<file path="src/sv/bpps_pkg.sv">
package bpps_pkg;

  localparam int unsigned MAX_CAND = 32;
  localparam int unsigned MAX_INC  = 32;
  localparam int unsigned DIST_W   = 24;
  localparam int unsigned ID_W     = 16;

  localparam int unsigned CMD_W    = 2;
  localparam int unsigned KIND_W   = 2;
  localparam int unsigned CFG_W    = 6;
  localparam int unsigned CFG_IDX_W  = 2;
  localparam int unsigned CFG_DATA_W = 24;

  localparam int unsigned CIDX_W = (MAX_CAND > 1) ? $clog2(MAX_CAND) : 1;
  localparam int unsigned CCNT_W = $clog2(MAX_CAND + 1);
  localparam int unsigned IIDX_W = (MAX_INC > 1) ? $clog2(MAX_INC) : 1;
  localparam int unsigned ICNT_W = $clog2(MAX_INC + 1);
  // budget sums and position compares
  localparam int unsigned SUM_W  = CFG_W + 1;

  typedef enum logic [CMD_W-1:0] {
    CMD_LOAD_CAND = 2'd0,
    CMD_LOAD_INC  = 2'd1,
    CMD_SELECT    = 2'd2
  } cmd_e;

  typedef enum logic [KIND_W-1:0] {
    KIND_PROMOTE = 2'd0,
    KIND_DEMOTE  = 2'd1,
    KIND_END     = 2'd2
  } kind_e;

  typedef enum logic [CFG_IDX_W-1:0] {
    CFG_FREE_BUDGET    = 2'd0,
    CFG_MAX_PREEMPTS   = 2'd1,
    CFG_PREEMPT_MARGIN = 2'd2
  } cfg_idx_e;

  typedef enum logic [1:0] {
    RD_I      = 2'd0,
    RD_J      = 2'd1,
    RD_CURSOR = 2'd2
  } rd_sel_e;

  typedef struct packed {
    logic    load_cand;
    logic    load_inc;
    logic    sel_init;
    logic    pass_start;
    logic    scan_step;
    logic    pass_end;
    logic    promote;
    logic    wscan_start;
    logic    wscan_step;
    logic    demote;
    logic    finish;
    rd_sel_e rd_sel;
  } ctrl_t;

  typedef struct packed {
    logic sort_more;
    logic scan_more;
    logic promote_more;
    logic preempt_more;
    logic wscan_more;
    logic found;
    logic beats;
    logic out_free;
  } status_t;

endpackage

</file>
<file path="src/sv/bpps_if.sv">
interface bpps_in_if;
  import bpps_pkg::*;
  logic                valid;
  logic                ready;
  logic [CMD_W-1:0]    cmd;
  logic [ID_W-1:0]     entry_id;
  logic                entry_in_view;
  logic [DIST_W-1:0]   entry_distance;

  modport source (output valid, cmd, entry_id, entry_in_view, entry_distance,
                  input ready);
  modport sink   (input valid, cmd, entry_id, entry_in_view, entry_distance,
                  output ready);
endinterface

interface bpps_out_if;
  import bpps_pkg::*;
  logic              valid;
  logic              ready;
  logic [KIND_W-1:0] kind;
  logic [ID_W-1:0]   result_id;
  logic              last;

  modport source (output valid, kind, result_id, last, input ready);
  modport sink   (input valid, kind, result_id, last, output ready);
endinterface

</file>
<file path="src/sv/budgeted_promote_preempt_select_unit.sv">
// channel   dir  beat payload                                   accepted when
// in_chan   in   cmd, entry_id, entry_in_view, entry_distance    valid & ready
// out_chan  out  kind, result_id, last                           valid & ready
// cfg       in   cfg_idx_i, cfg_data_i                           cfg_we_i
//
// loads are taken only while idle; a load to a full list is dropped
// a select holds ready low until its end marker is issued; one compare unit walks the
// candidate list per ranked place and the incumbent list per challenge
// reset clears the counts, taken flags, configuration and loop registers; stores need no clearing pass
// a stalled out_chan holds the next result beat and the walk behind it
module budgeted_promote_preempt_select_unit
  import bpps_pkg::*;
(
  input  logic                  clk_i,
  input  logic                  rst_ni,
  bpps_in_if.sink               in_chan,
  bpps_out_if.source            out_chan,
  input  logic                  cfg_we_i,
  input  logic [CFG_IDX_W-1:0]  cfg_idx_i,
  input  logic [CFG_DATA_W-1:0] cfg_data_i
);

  ctrl_t   ctrl;
  status_t sts;

  bpps_ctrl u_ctrl (
    .clk_i      (clk_i),
    .rst_ni     (rst_ni),
    .in_valid_i (in_chan.valid),
    .in_cmd_i   (in_chan.cmd),
    .in_ready_o (in_chan.ready),
    .sts_i      (sts),
    .cmd_o      (ctrl)
  );

  bpps_datapath u_datapath (
    .clk_i       (clk_i),
    .rst_ni      (rst_ni),
    .cmd_i       (ctrl),
    .sts_o       (sts),
    .in_id_i     (in_chan.entry_id),
    .in_view_i   (in_chan.entry_in_view),
    .in_dist_i   (in_chan.entry_distance),
    .cfg_we_i    (cfg_we_i),
    .cfg_idx_i   (cfg_idx_i),
    .cfg_data_i  (cfg_data_i),
    .out_ready_i (out_chan.ready),
    .out_valid_o (out_chan.valid),
    .out_kind_o  (out_chan.kind),
    .out_id_o    (out_chan.result_id),
    .out_last_o  (out_chan.last)
  );

endmodule

</file>
<file path="src/sv/bpps_ctrl.sv">
module bpps_ctrl
  import bpps_pkg::*;
(
  input  logic             clk_i,
  input  logic             rst_ni,
  input  logic             in_valid_i,
  input  logic [CMD_W-1:0] in_cmd_i,
  output logic             in_ready_o,
  input  status_t          sts_i,
  output ctrl_t            cmd_o
);

  typedef enum logic [2:0] {
    ST_IDLE,
    ST_PASS,
    ST_SCAN,
    ST_PROMOTE,
    ST_PREEMPT,
    ST_WSCAN,
    ST_DECIDE,
    ST_FINISH
  } state_e;

  state_e state_q, state_d;

  assign in_ready_o = (state_q == ST_IDLE);

  always_comb begin
    cmd_o        = '0;
    cmd_o.rd_sel = RD_CURSOR;
    state_d      = state_q;
    unique case (state_q)
      ST_IDLE: begin
        if (in_valid_i) begin
          unique case (in_cmd_i)
            CMD_LOAD_CAND: cmd_o.load_cand = 1'b1;
            CMD_LOAD_INC:  cmd_o.load_inc  = 1'b1;
            CMD_SELECT: begin
              cmd_o.sel_init = 1'b1;
              state_d        = ST_PASS;
            end
            default: ;
          endcase
        end
      end
      ST_PASS: begin
        cmd_o.rd_sel = RD_I;
        if (sts_i.sort_more) begin
          cmd_o.pass_start = 1'b1;
          state_d          = ST_SCAN;
        end else begin
          state_d = ST_PROMOTE;
        end
      end
      ST_SCAN: begin
        cmd_o.rd_sel = RD_J;
        if (sts_i.scan_more) begin
          cmd_o.scan_step = 1'b1;
        end else begin
          cmd_o.pass_end = 1'b1;
          state_d        = ST_PASS;
        end
      end
      ST_PROMOTE: begin
        if (!sts_i.promote_more) begin
          state_d = ST_PREEMPT;
        end else if (sts_i.out_free) begin
          cmd_o.promote = 1'b1;
        end
      end
      ST_PREEMPT: begin
        if (sts_i.preempt_more) begin
          cmd_o.wscan_start = 1'b1;
          state_d           = ST_WSCAN;
        end else begin
          state_d = ST_FINISH;
        end
      end
      ST_WSCAN: begin
        if (sts_i.wscan_more) begin
          cmd_o.wscan_step = 1'b1;
        end else begin
          state_d = ST_DECIDE;
        end
      end
      ST_DECIDE: begin
        if (!(sts_i.found && sts_i.beats)) begin
          state_d = ST_FINISH;
        end else if (sts_i.out_free) begin
          cmd_o.demote = 1'b1;
          state_d      = ST_PREEMPT;
        end
      end
      ST_FINISH: begin
        if (sts_i.out_free) begin
          cmd_o.finish = 1'b1;
          state_d      = ST_IDLE;
        end
      end
      default: state_d = ST_IDLE;
    endcase
  end

  always_ff @(posedge clk_i or negedge rst_ni) begin
    if (!rst_ni) begin
      state_q <= ST_IDLE;
    end else begin
      state_q <= state_d;
    end
  end

endmodule

</file>
<file path="src/sv/bpps_datapath.sv">
module bpps_datapath
  import bpps_pkg::*;
(
  input  logic                  clk_i,
  input  logic                  rst_ni,
  input  ctrl_t                 cmd_i,
  output status_t               sts_o,
  input  logic [ID_W-1:0]       in_id_i,
  input  logic                  in_view_i,
  input  logic [DIST_W-1:0]     in_dist_i,
  input  logic                  cfg_we_i,
  input  logic [CFG_IDX_W-1:0]  cfg_idx_i,
  input  logic [CFG_DATA_W-1:0] cfg_data_i,
  input  logic                  out_ready_i,
  output logic                  out_valid_o,
  output logic [KIND_W-1:0]     out_kind_o,
  output logic [ID_W-1:0]       out_id_o,
  output logic                  out_last_o
);

  // stores
  logic [ID_W-1:0]   cand_id_q   [MAX_CAND];
  logic              cand_view_q [MAX_CAND];
  logic [DIST_W-1:0] cand_dist_q [MAX_CAND];
  logic [ID_W-1:0]   inc_id_q    [MAX_INC];
  logic              inc_view_q  [MAX_INC];
  logic [DIST_W-1:0] inc_dist_q  [MAX_INC];
  logic [CIDX_W-1:0] rank_q      [MAX_CAND];
  logic [MAX_INC-1:0] taken_mask_q;

  logic [CCNT_W-1:0] cand_cnt_q;
  logic [ICNT_W-1:0] inc_cnt_q;

  // configuration
  logic [CFG_W-1:0]  budget_q;
  logic [CFG_W-1:0]  preempts_q;
  logic [DIST_W-1:0] margin_q;

  // loop state
  logic [CCNT_W-1:0] sorted_q;
  logic [CCNT_W-1:0] i_q;
  logic [CCNT_W-1:0] j_q;
  logic [CCNT_W-1:0] cursor_q;
  logic [CCNT_W-1:0] taken_q;
  logic [ICNT_W-1:0] k_q;
  logic              found_q;

  // running best candidate of a pass
  logic [CIDX_W-1:0] best_pos_q;
  logic [CIDX_W-1:0] best_rank_q;
  logic [CIDX_W-1:0] i_rank_q;
  logic              best_view_q;
  logic [DIST_W-1:0] best_dist_q;

  // running worst incumbent
  logic [IIDX_W-1:0] w_idx_q;
  logic [ID_W-1:0]   w_id_q;
  logic              w_view_q;
  logic [DIST_W-1:0] w_dist_q;

  logic              out_valid_q;
  logic [KIND_W-1:0] out_kind_q;
  logic [ID_W-1:0]   out_id_q;
  logic              out_last_q;

  logic [CCNT_W-1:0] ridx;
  logic [CIDX_W-1:0] rank_rd;
  logic [ID_W-1:0]   rd_id;
  logic              rd_view;
  logic [DIST_W-1:0] rd_dist;
  logic [IIDX_W-1:0] k_idx;
  logic              k_view;
  logic [DIST_W-1:0] k_dist;
  logic              k_worse;
  logic              j_better;
  logic [SUM_W-1:0]  place_sum;
  logic [CCNT_W-1:0] sorted_d;
  logic [DIST_W:0]   lead_sum;
  logic              out_free;

  always_comb begin
    unique case (cmd_i.rd_sel)
      RD_I:      ridx = i_q;
      RD_J:      ridx = j_q;
      RD_CURSOR: ridx = cursor_q;
      default:   ridx = cursor_q;
    endcase
  end

  assign rank_rd = rank_q[ridx[CIDX_W-1:0]];
  assign rd_id   = cand_id_q[rank_rd];
  assign rd_view = cand_view_q[rank_rd];
  assign rd_dist = cand_dist_q[rank_rd];

  assign k_idx  = k_q[IIDX_W-1:0];
  assign k_view = inc_view_q[k_idx];
  assign k_dist = inc_dist_q[k_idx];

  assign j_better = (rd_view != best_view_q) ? rd_view : (rd_dist < best_dist_q);
  assign k_worse  = (k_view != w_view_q) ? !k_view : (k_dist > w_dist_q);

  assign place_sum = SUM_W'(budget_q) + SUM_W'(preempts_q);
  assign sorted_d  = (place_sum > SUM_W'(cand_cnt_q)) ? cand_cnt_q : CCNT_W'(place_sum);

  // exact sum, one spare bit so nothing wraps
  assign lead_sum = {1'b0, rd_dist} + {1'b0, margin_q};

  assign out_free = !out_valid_q || out_ready_i;

  always_comb begin
    sts_o              = '0;
    sts_o.sort_more    = (i_q < sorted_q);
    sts_o.scan_more    = (j_q < cand_cnt_q);
    sts_o.promote_more = (cursor_q < sorted_q) && (SUM_W'(cursor_q) < SUM_W'(budget_q));
    sts_o.preempt_more = (cursor_q < sorted_q) && (SUM_W'(taken_q) < SUM_W'(preempts_q));
    sts_o.wscan_more   = (k_q < inc_cnt_q);
    sts_o.found        = found_q;
    sts_o.beats        = (rd_view && !w_view_q) ||
                         ((rd_view == w_view_q) && (lead_sum < {1'b0, w_dist_q}));
    sts_o.out_free     = out_free;
  end

  // control state
  always_ff @(posedge clk_i or negedge rst_ni) begin
    if (!rst_ni) begin
      cand_cnt_q   <= '0;
      inc_cnt_q    <= '0;
      taken_mask_q <= '0;
      budget_q     <= '0;
      preempts_q   <= '0;
      margin_q     <= '0;
      sorted_q     <= '0;
      i_q          <= '0;
      j_q          <= '0;
      cursor_q     <= '0;
      taken_q      <= '0;
      k_q          <= '0;
      found_q      <= 1'b0;
      out_valid_q  <= 1'b0;
    end else begin
      if (cfg_we_i) begin
        unique case (cfg_idx_i)
          CFG_FREE_BUDGET:    budget_q   <= cfg_data_i[CFG_W-1:0];
          CFG_MAX_PREEMPTS:   preempts_q <= cfg_data_i[CFG_W-1:0];
          CFG_PREEMPT_MARGIN: margin_q   <= cfg_data_i[DIST_W-1:0];
          default: ;
        endcase
      end
      if (cmd_i.load_cand && (cand_cnt_q < CCNT_W'(MAX_CAND))) begin
        cand_cnt_q <= cand_cnt_q + CCNT_W'(1);
      end
      if (cmd_i.load_inc && (inc_cnt_q < ICNT_W'(MAX_INC))) begin
        inc_cnt_q <= inc_cnt_q + ICNT_W'(1);
      end
      if (cmd_i.sel_init) begin
        sorted_q <= sorted_d;
        i_q      <= '0;
        cursor_q <= '0;
        taken_q  <= '0;
      end
      if (cmd_i.pass_start) begin
        j_q <= i_q + CCNT_W'(1);
      end
      if (cmd_i.scan_step) begin
        j_q <= j_q + CCNT_W'(1);
      end
      if (cmd_i.pass_end) begin
        i_q <= i_q + CCNT_W'(1);
      end
      if (cmd_i.promote) begin
        cursor_q <= cursor_q + CCNT_W'(1);
      end
      if (cmd_i.wscan_start) begin
        k_q     <= '0;
        found_q <= 1'b0;
      end
      if (cmd_i.wscan_step) begin
        k_q <= k_q + ICNT_W'(1);
        if (!taken_mask_q[k_idx] && (!found_q || k_worse)) begin
          found_q <= 1'b1;
        end
      end
      if (cmd_i.demote) begin
        taken_mask_q[w_idx_q] <= 1'b1;
        taken_q               <= taken_q + CCNT_W'(1);
        cursor_q              <= cursor_q + CCNT_W'(1);
      end
      if (cmd_i.promote || cmd_i.demote || cmd_i.finish) begin
        out_valid_q <= 1'b1;
      end else if (out_valid_q && out_ready_i) begin
        out_valid_q <= 1'b0;
      end
      if (cmd_i.finish) begin
        cand_cnt_q   <= '0;
        inc_cnt_q    <= '0;
        taken_mask_q <= '0;
      end
    end
  end

  // payload
  always_ff @(posedge clk_i) begin
    if (cmd_i.load_cand && (cand_cnt_q < CCNT_W'(MAX_CAND))) begin
      cand_id_q[cand_cnt_q[CIDX_W-1:0]]   <= in_id_i;
      cand_view_q[cand_cnt_q[CIDX_W-1:0]] <= in_view_i;
      cand_dist_q[cand_cnt_q[CIDX_W-1:0]] <= in_dist_i;
    end
    if (cmd_i.load_inc && (inc_cnt_q < ICNT_W'(MAX_INC))) begin
      inc_id_q[inc_cnt_q[IIDX_W-1:0]]   <= in_id_i;
      inc_view_q[inc_cnt_q[IIDX_W-1:0]] <= in_view_i;
      inc_dist_q[inc_cnt_q[IIDX_W-1:0]] <= in_dist_i;
    end
    if (cmd_i.sel_init) begin
      for (int unsigned p = 0; p < MAX_CAND; p++) begin
        rank_q[p] <= CIDX_W'(p);
      end
    end else if (cmd_i.pass_end && (best_pos_q != i_q[CIDX_W-1:0])) begin
      rank_q[i_q[CIDX_W-1:0]] <= best_rank_q;
      rank_q[best_pos_q]      <= i_rank_q;
    end
    if (cmd_i.pass_start) begin
      best_pos_q  <= i_q[CIDX_W-1:0];
      best_rank_q <= rank_rd;
      i_rank_q    <= rank_rd;
      best_view_q <= rd_view;
      best_dist_q <= rd_dist;
    end
    if (cmd_i.scan_step && j_better) begin
      best_pos_q  <= j_q[CIDX_W-1:0];
      best_rank_q <= rank_rd;
      best_view_q <= rd_view;
      best_dist_q <= rd_dist;
    end
    // strict compare keeps the earliest loaded on a tie
    if (cmd_i.wscan_step && !taken_mask_q[k_idx] && (!found_q || k_worse)) begin
      w_idx_q  <= k_idx;
      w_id_q   <= inc_id_q[k_idx];
      w_view_q <= k_view;
      w_dist_q <= k_dist;
    end
    if (cmd_i.promote) begin
      out_kind_q <= KIND_PROMOTE;
      out_id_q   <= rd_id;
      out_last_q <= 1'b0;
    end else if (cmd_i.demote) begin
      out_kind_q <= KIND_DEMOTE;
      out_id_q   <= w_id_q;
      out_last_q <= 1'b0;
    end else if (cmd_i.finish) begin
      out_kind_q <= KIND_END;
      out_id_q   <= '0;
      out_last_q <= 1'b1;
    end
  end

  assign out_valid_o = out_valid_q;
  assign out_kind_o  = out_kind_q;
  assign out_id_o    = out_id_q;
  assign out_last_o  = out_last_q;

endmodule

</file>
<file path="src/flat_wrapper.sv">
// flat-port wrapper written by rule: the top's interface ports become plain ports
module budgeted_promote_preempt_select_unit_flat import bpps_pkg::*;
  (clk_i, rst_ni, cfg_we_i, cfg_idx_i, cfg_data_i, in_chan_valid, in_chan_cmd, in_chan_entry_id, in_chan_entry_in_view, in_chan_entry_distance, in_chan_ready, out_chan_valid, out_chan_kind, out_chan_result_id, out_chan_last, out_chan_ready);
  bpps_in_if in_chan_i ();
  bpps_out_if out_chan_i ();
  input  logic clk_i;
  input  logic rst_ni;
  input  logic cfg_we_i;
  input  logic [CFG_IDX_W-1:0] cfg_idx_i;
  input  logic [CFG_DATA_W-1:0] cfg_data_i;
  input wire logic [$bits(in_chan_i.valid)-1:0] in_chan_valid;
  input wire logic [$bits(in_chan_i.cmd)-1:0] in_chan_cmd;
  input wire logic [$bits(in_chan_i.entry_id)-1:0] in_chan_entry_id;
  input wire logic [$bits(in_chan_i.entry_in_view)-1:0] in_chan_entry_in_view;
  input wire logic [$bits(in_chan_i.entry_distance)-1:0] in_chan_entry_distance;
  output wire logic [$bits(in_chan_i.ready)-1:0] in_chan_ready;
  output wire logic [$bits(out_chan_i.valid)-1:0] out_chan_valid;
  output wire logic [$bits(out_chan_i.kind)-1:0] out_chan_kind;
  output wire logic [$bits(out_chan_i.result_id)-1:0] out_chan_result_id;
  output wire logic [$bits(out_chan_i.last)-1:0] out_chan_last;
  input wire logic [$bits(out_chan_i.ready)-1:0] out_chan_ready;
  assign in_chan_i.valid = in_chan_valid;
  assign in_chan_i.cmd = in_chan_cmd;
  assign in_chan_i.entry_id = in_chan_entry_id;
  assign in_chan_i.entry_in_view = in_chan_entry_in_view;
  assign in_chan_i.entry_distance = in_chan_entry_distance;
  assign in_chan_ready = in_chan_i.ready;
  assign out_chan_valid = out_chan_i.valid;
  assign out_chan_kind = out_chan_i.kind;
  assign out_chan_result_id = out_chan_i.result_id;
  assign out_chan_last = out_chan_i.last;
  assign out_chan_i.ready = out_chan_ready;
  budgeted_promote_preempt_select_unit u_core (.clk_i(clk_i), .rst_ni(rst_ni), .in_chan(in_chan_i), .out_chan(out_chan_i), .cfg_we_i(cfg_we_i), .cfg_idx_i(cfg_idx_i), .cfg_data_i(cfg_data_i));
endmodule
</file>
<file path="config.mk">
export PLATFORM = sky130hd
export DESIGN_NAME = budgeted_promote_preempt_select_unit_flat
export DESIGN_NICKNAME = d
export VERILOG_FILES = /design/src/sv/bpps_pkg.sv /design/src/sv/bpps_if.sv /design/src/sv/budgeted_promote_preempt_select_unit.sv /design/src/sv/bpps_ctrl.sv /design/src/sv/bpps_datapath.sv /design/src/flat_wrapper.sv
export SDC_FILE = /design/constraint.sdc
export NUM_CORES = 2
export LEC_CHECK = 0
export BUFFER_PORTS_ARGS = -buffer_cell sky130_fd_sc_hd__buf_2
export CORE_MARGIN = 4
export CORE_UTILIZATION = 50
export CTS_CLUSTER_DIAMETER = 120
export DETAILED_ROUTE_END_ITERATION = 8
export PLACE_DENSITY = 0.71
export SLEW_MARGIN = 10
export SYNTH_ARGS = -nofsm -noshare
export SYNTH_HDL_FRONTEND = slang
export SYNTH_HIERARCHICAL = 1
export SYNTH_SLANG_ARGS = --single-unit
</file>
<file path="constraint.sdc">
create_clock -name clk_i -period 12.5 [get_ports clk_i]
set_input_delay 0 -clock clk_i [delete_from_list [all_inputs] [get_ports clk_i]]
set_output_delay 0 -clock clk_i [all_outputs]
set_load 0.02 [all_outputs]
</file>
==> results.sh <==
export IMPL_synth_cell_types=89
export IMPL_firstDrtPassIters=6
export IMPL_portBuffers=94
export IMPL_row_count=182
export IMPL_drtAntennaViolNets=1
export IMPL_synth_area_top_cells="edfxtp_1 (70%), mux4_2 (8.0%), nand2_1 (4.4%), dfrtp_1 (2.4%), ha_1 (1.6%)"
export IMPL_wire_per_inst_um=28.9
export IMPL_multi_input_area_um2=32100
export IMPL_p_clk_share_pct=23.4
export IMPL_synth_common_cells="edfxtp_1 (2886), nand2_1 (1460), mux4_2 (437)"
export IMPL_clockBufferDepth=4
export IMPL_synth_largest_area_cell="edfxtp_1"
export IMPL_final_min_clock_period_ps=11560
export IMPL_max_cap_violations=0
export IMPL_startpoint_type="flip-flop"
export IMPL_setup_violations=0
export IMPL_tightest_slew_ps=1280
export IMPL_fmax_ghz=0.0865
export IMPL_whs_ps=61.0
export IMPL_syn_area_um2=124000
export IMPL_vias_per_cell=6.32
export IMPL_cp_max_fo=23
export IMPL_gp_congestion=0.938
export IMPL_syn2layout_area_growth_pct=12.3
export IMPL_drt_iter0_markers=9645
export IMPL_die_w_um=506
export IMPL_crit_path_end="u_core/u_datapath/out_id_o[8]"
export IMPL_dieArea_um2=256000
export IMPL_core_area_um2=246000
export IMPL_seqPwrFrac_pct=31.2
export IMPL_max_stage_delay_ps=880
export IMPL_path_clk_slew_ps=60
export IMPL_postCtsSetupRepairBufs=0
export IMPL_numClockSinks=3009
export IMPL_clock_latency_ps=950
export IMPL_hp_class="in2reg"
export IMPL_grt_first_pass_wirelength_mm=488
export IMPL_cpMaxStageDelayCell="a22oi_1"
export IMPL_first_global_vias=70500
export IMPL_async_reset_ff_share_pct=4.02
export IMPL_power_density_nw_per_um2=272
export IMPL_r2r_slack_ps=940
export IMPL_tritoncts="yes"
export IMPL_maxSlewHeadroom_pct=15.0
export IMPL_pin_count=95
export IMPL_fin_crit_sh_pct=92.5
export IMPL_grt_max_degree=162
export IMPL_placed_cell_area_um2=128000
export IMPL_nets=8283
export IMPL_dp_hpwl_mm=179
export IMPL_syn_num_nets=8108
export IMPL_final_area_um2=139000
export IMPL_crit_required_ps=13110
export IMPL_post_route_drc_count=0
export IMPL_initial_core_util_pct=50.3
export IMPL_holdCritStartpoint="cfg_data_i[14]"
export IMPL_timing_hold_violations_final=0
export IMPL_die_y_um=506
export IMPL_finalWirelength_mm=336
export IMPL_grt_antenna_before_repair=22
export IMPL_violations="antenna violations"
export IMPL_reg2reg_to="u_core/u_datapath/out_id_o[8]"
export IMPL_path_class="reg2reg"
export IMPL_synthAdderAreaFrac_pct=1.60
export IMPL_num_vias=73500
export IMPL_switching_share_pct=40.1
export IMPL_crit_path_start="u_core/u_ctrl/state_q[0]"
export IMPL_synth_compound_area_share_pct=5.78
export IMPL_fin_skew_ps=60.1
export IMPL_status="complete, but fails checks"
export IMPL_p_int_mw=22.7
export IMPL_yosys_area_share_simple_pct=8.64
export IMPL_synth_edf_count=2886
export IMPL_grt_total_usage_pct=25.9
export IMPL_power_switching_mw=15.2
export IMPL_report_final_slew_viol_count=0
export IMPL_yosysMostFrequentCell="edfxtp_1"
export IMPL_ys_seq_elements=3009
export IMPL_comb_power_share_pct=45.4
export IMPL_worstHoldPathCells=3
export IMPL_grt_ovfl_total=0
export IMPL_yosysTopAreaCellShare_pct=70.0
export IMPL_synth_area_mux_share_pct=9.18
export IMPL_synthXorXnorAreaFrac_pct=0.290
export IMPL_drive_gt1_share_pct=15.8
export IMPL_syn_area_per_cell_um2=15.7
export IMPL_rr_worst_depth=40
export IMPL_synth_ff_type="edfxtp_1"
export IMPL_p_leak_nw=46.3
export IMPL_end_kind="flip-flop"
export IMPL_layout_area_seq_um2=89700
export IMPL_cts_root_buf="clkbuf_16"
export IMPL_yosys_warnings=6
export IMPL_vdd_ir_drop_max_v=0.000477
export IMPL_fillCellCount=18200
export IMPL_synth_top_family_by_area="multiplexers"
export IMPL_cts_htree_levels=5
export IMPL_cp_common_cell="a21o_1"
export IMPL_p_total_mw=37.9
export IMPL_cp_arrival_ps=12170
export IMPL_yosysSeqAreaShare_pct=72.5
export IMPL_finalSetupTns_ps=0
export IMPL_syn_inst=7878
export IMPL_cts_buffers_inserted=312
export IMPL_final_setup_worst_slack_ps=938
export IMPL_preCtsSetupSlack_ps=1030
export IMPL_rsz0062_at_grt="no"
export IMPL_r2r_start="u_core/u_ctrl/state_q[0]"
-- worst min-delay path by stage --
stage | end | slack [ps]
6_report | u_core/u_datapath/margin_q[14] | 60
5_1_grt | u_core/u_datapath/margin_q[14] | 50
4_1_cts | u_core/u_datapath/margin_q[14] | 10
3_5_place_dp | u_core/u_datapath/margin_q[7] | -10
3_3_place_gp | u_core/u_datapath/margin_q[11] | -20
2_1_floorplan | u_core/u_ctrl/state_q[0] | -300
-- stage by stage --
| step | utilization [%] | std cells |
|---|---|---|
| 5_1_grt | 56.5 | 11600 |
| 3_3_place_gp | 52.1 | 10900 |
| 6_report | 56.5 | 11600 |
| 2_1_floorplan | - | 7878 |
| 4_1_cts | 56.5 | 11600 |
| 3_5_place_dp | 52.1 | 10900 |
-- critical path, delay by kind of cell, from the launching register on --
| kind | cells | cell delay, ps |
|---|---|---|
| multiplexers | 2 | 910 |
| buffers and inverters | 3 | 820 |
| AO/OA/AOI/OAI | 18 | 5040 |
| adder cells (fa/ha/maj) | 3 | 880 |
| flip-flops | 1 | 520 |
| XOR/XNOR | 1 | 150 |
| AND/OR/NAND/NOR | 13 | 2850 |
-- placed cells by master, fill, tap and decap left out, types with 88 or more instances in the layout --
cell type,instances
edfxtp_1,2886
nand2_1,1459
mux4_2,437
clkbuf_16,320
and3_1,294
a21oi_1,231
a31oi_1,190
nand3_1,189
nor2_1,174
a311oi_1,159
ha_1,154
buf_4,146
o21ai_0,125
a211oi_1,119
dfrtp_1,116
dlygate4sd3_1,115
inv_1,107
buf_2,88
-- logic make-up after synthesis --
logic type / count (synthesis)
mux: 577
flops: 3009
simple gates: 2423
fa+ha+maj: 157
compound gates: 1055
buf+inv: 616
xor+xnor: 41
-- power groups by stage --
stage               Combinational (mW)  Sequential (mW)  Clock, mW
floorplan                         11.9             11.8          0
global placement                  16.4             12.0          0
detailed placement                16.8             12.0          0
CTS                               17.0             11.8       8.97
global route                      18.6             11.8       9.42
finish                            17.2             11.8       8.86
-- what timing repair did --
item                        CTS  global route
hold endpoints to repair   2833             0
setup endpoints to repair     0            21
resized for setup             0             1
hold buffers                116             0
-- state kept, by name (all words and copies together), names as in the netlist, 16 cells and up --
register                        count
u_core/u_datapath/taken_mask_q     32
u_core/u_datapath/inc_dist_q      768
u_core/u_datapath/cand_id_q       512
u_core/u_datapath/inc_view_q       32
u_core/u_datapath/out_id_o         16
u_core/u_datapath/w_id_q           16
u_core/u_datapath/w_dist_q         24
u_core/u_datapath/cand_dist_q     768
u_core/u_datapath/best_dist_q      24
u_core/u_datapath/cand_view_q      32
u_core/u_datapath/inc_id_q        512
u_core/u_datapath/rank_q          160
u_core/u_datapath/margin_q         24
-- metal layers --
layer	part of all wire (%)	global-route usage, %
met1	38	35.4
met5	0.0092	0
met3	9.8	4.42
met2	48	41.7
met4	4.5	10.2
-- area by class of cell --
| class | instances | share of cell area, % |
|---|---|---|
| antenna | 26 | 0.0468 |
| tap | 3312 | 2.98 |
| sequential | 3009 | 64.5 |
| timing repair buffer | 363 | 2.13 |
| clock buffer | 400 | 6.02 |
| multi-input combinational | 4253 | 23.1 |
| clock inverter | 138 | 0.879 |
| inverter | 114 | 0.324 |
Power figures use the tool's default switching activity.
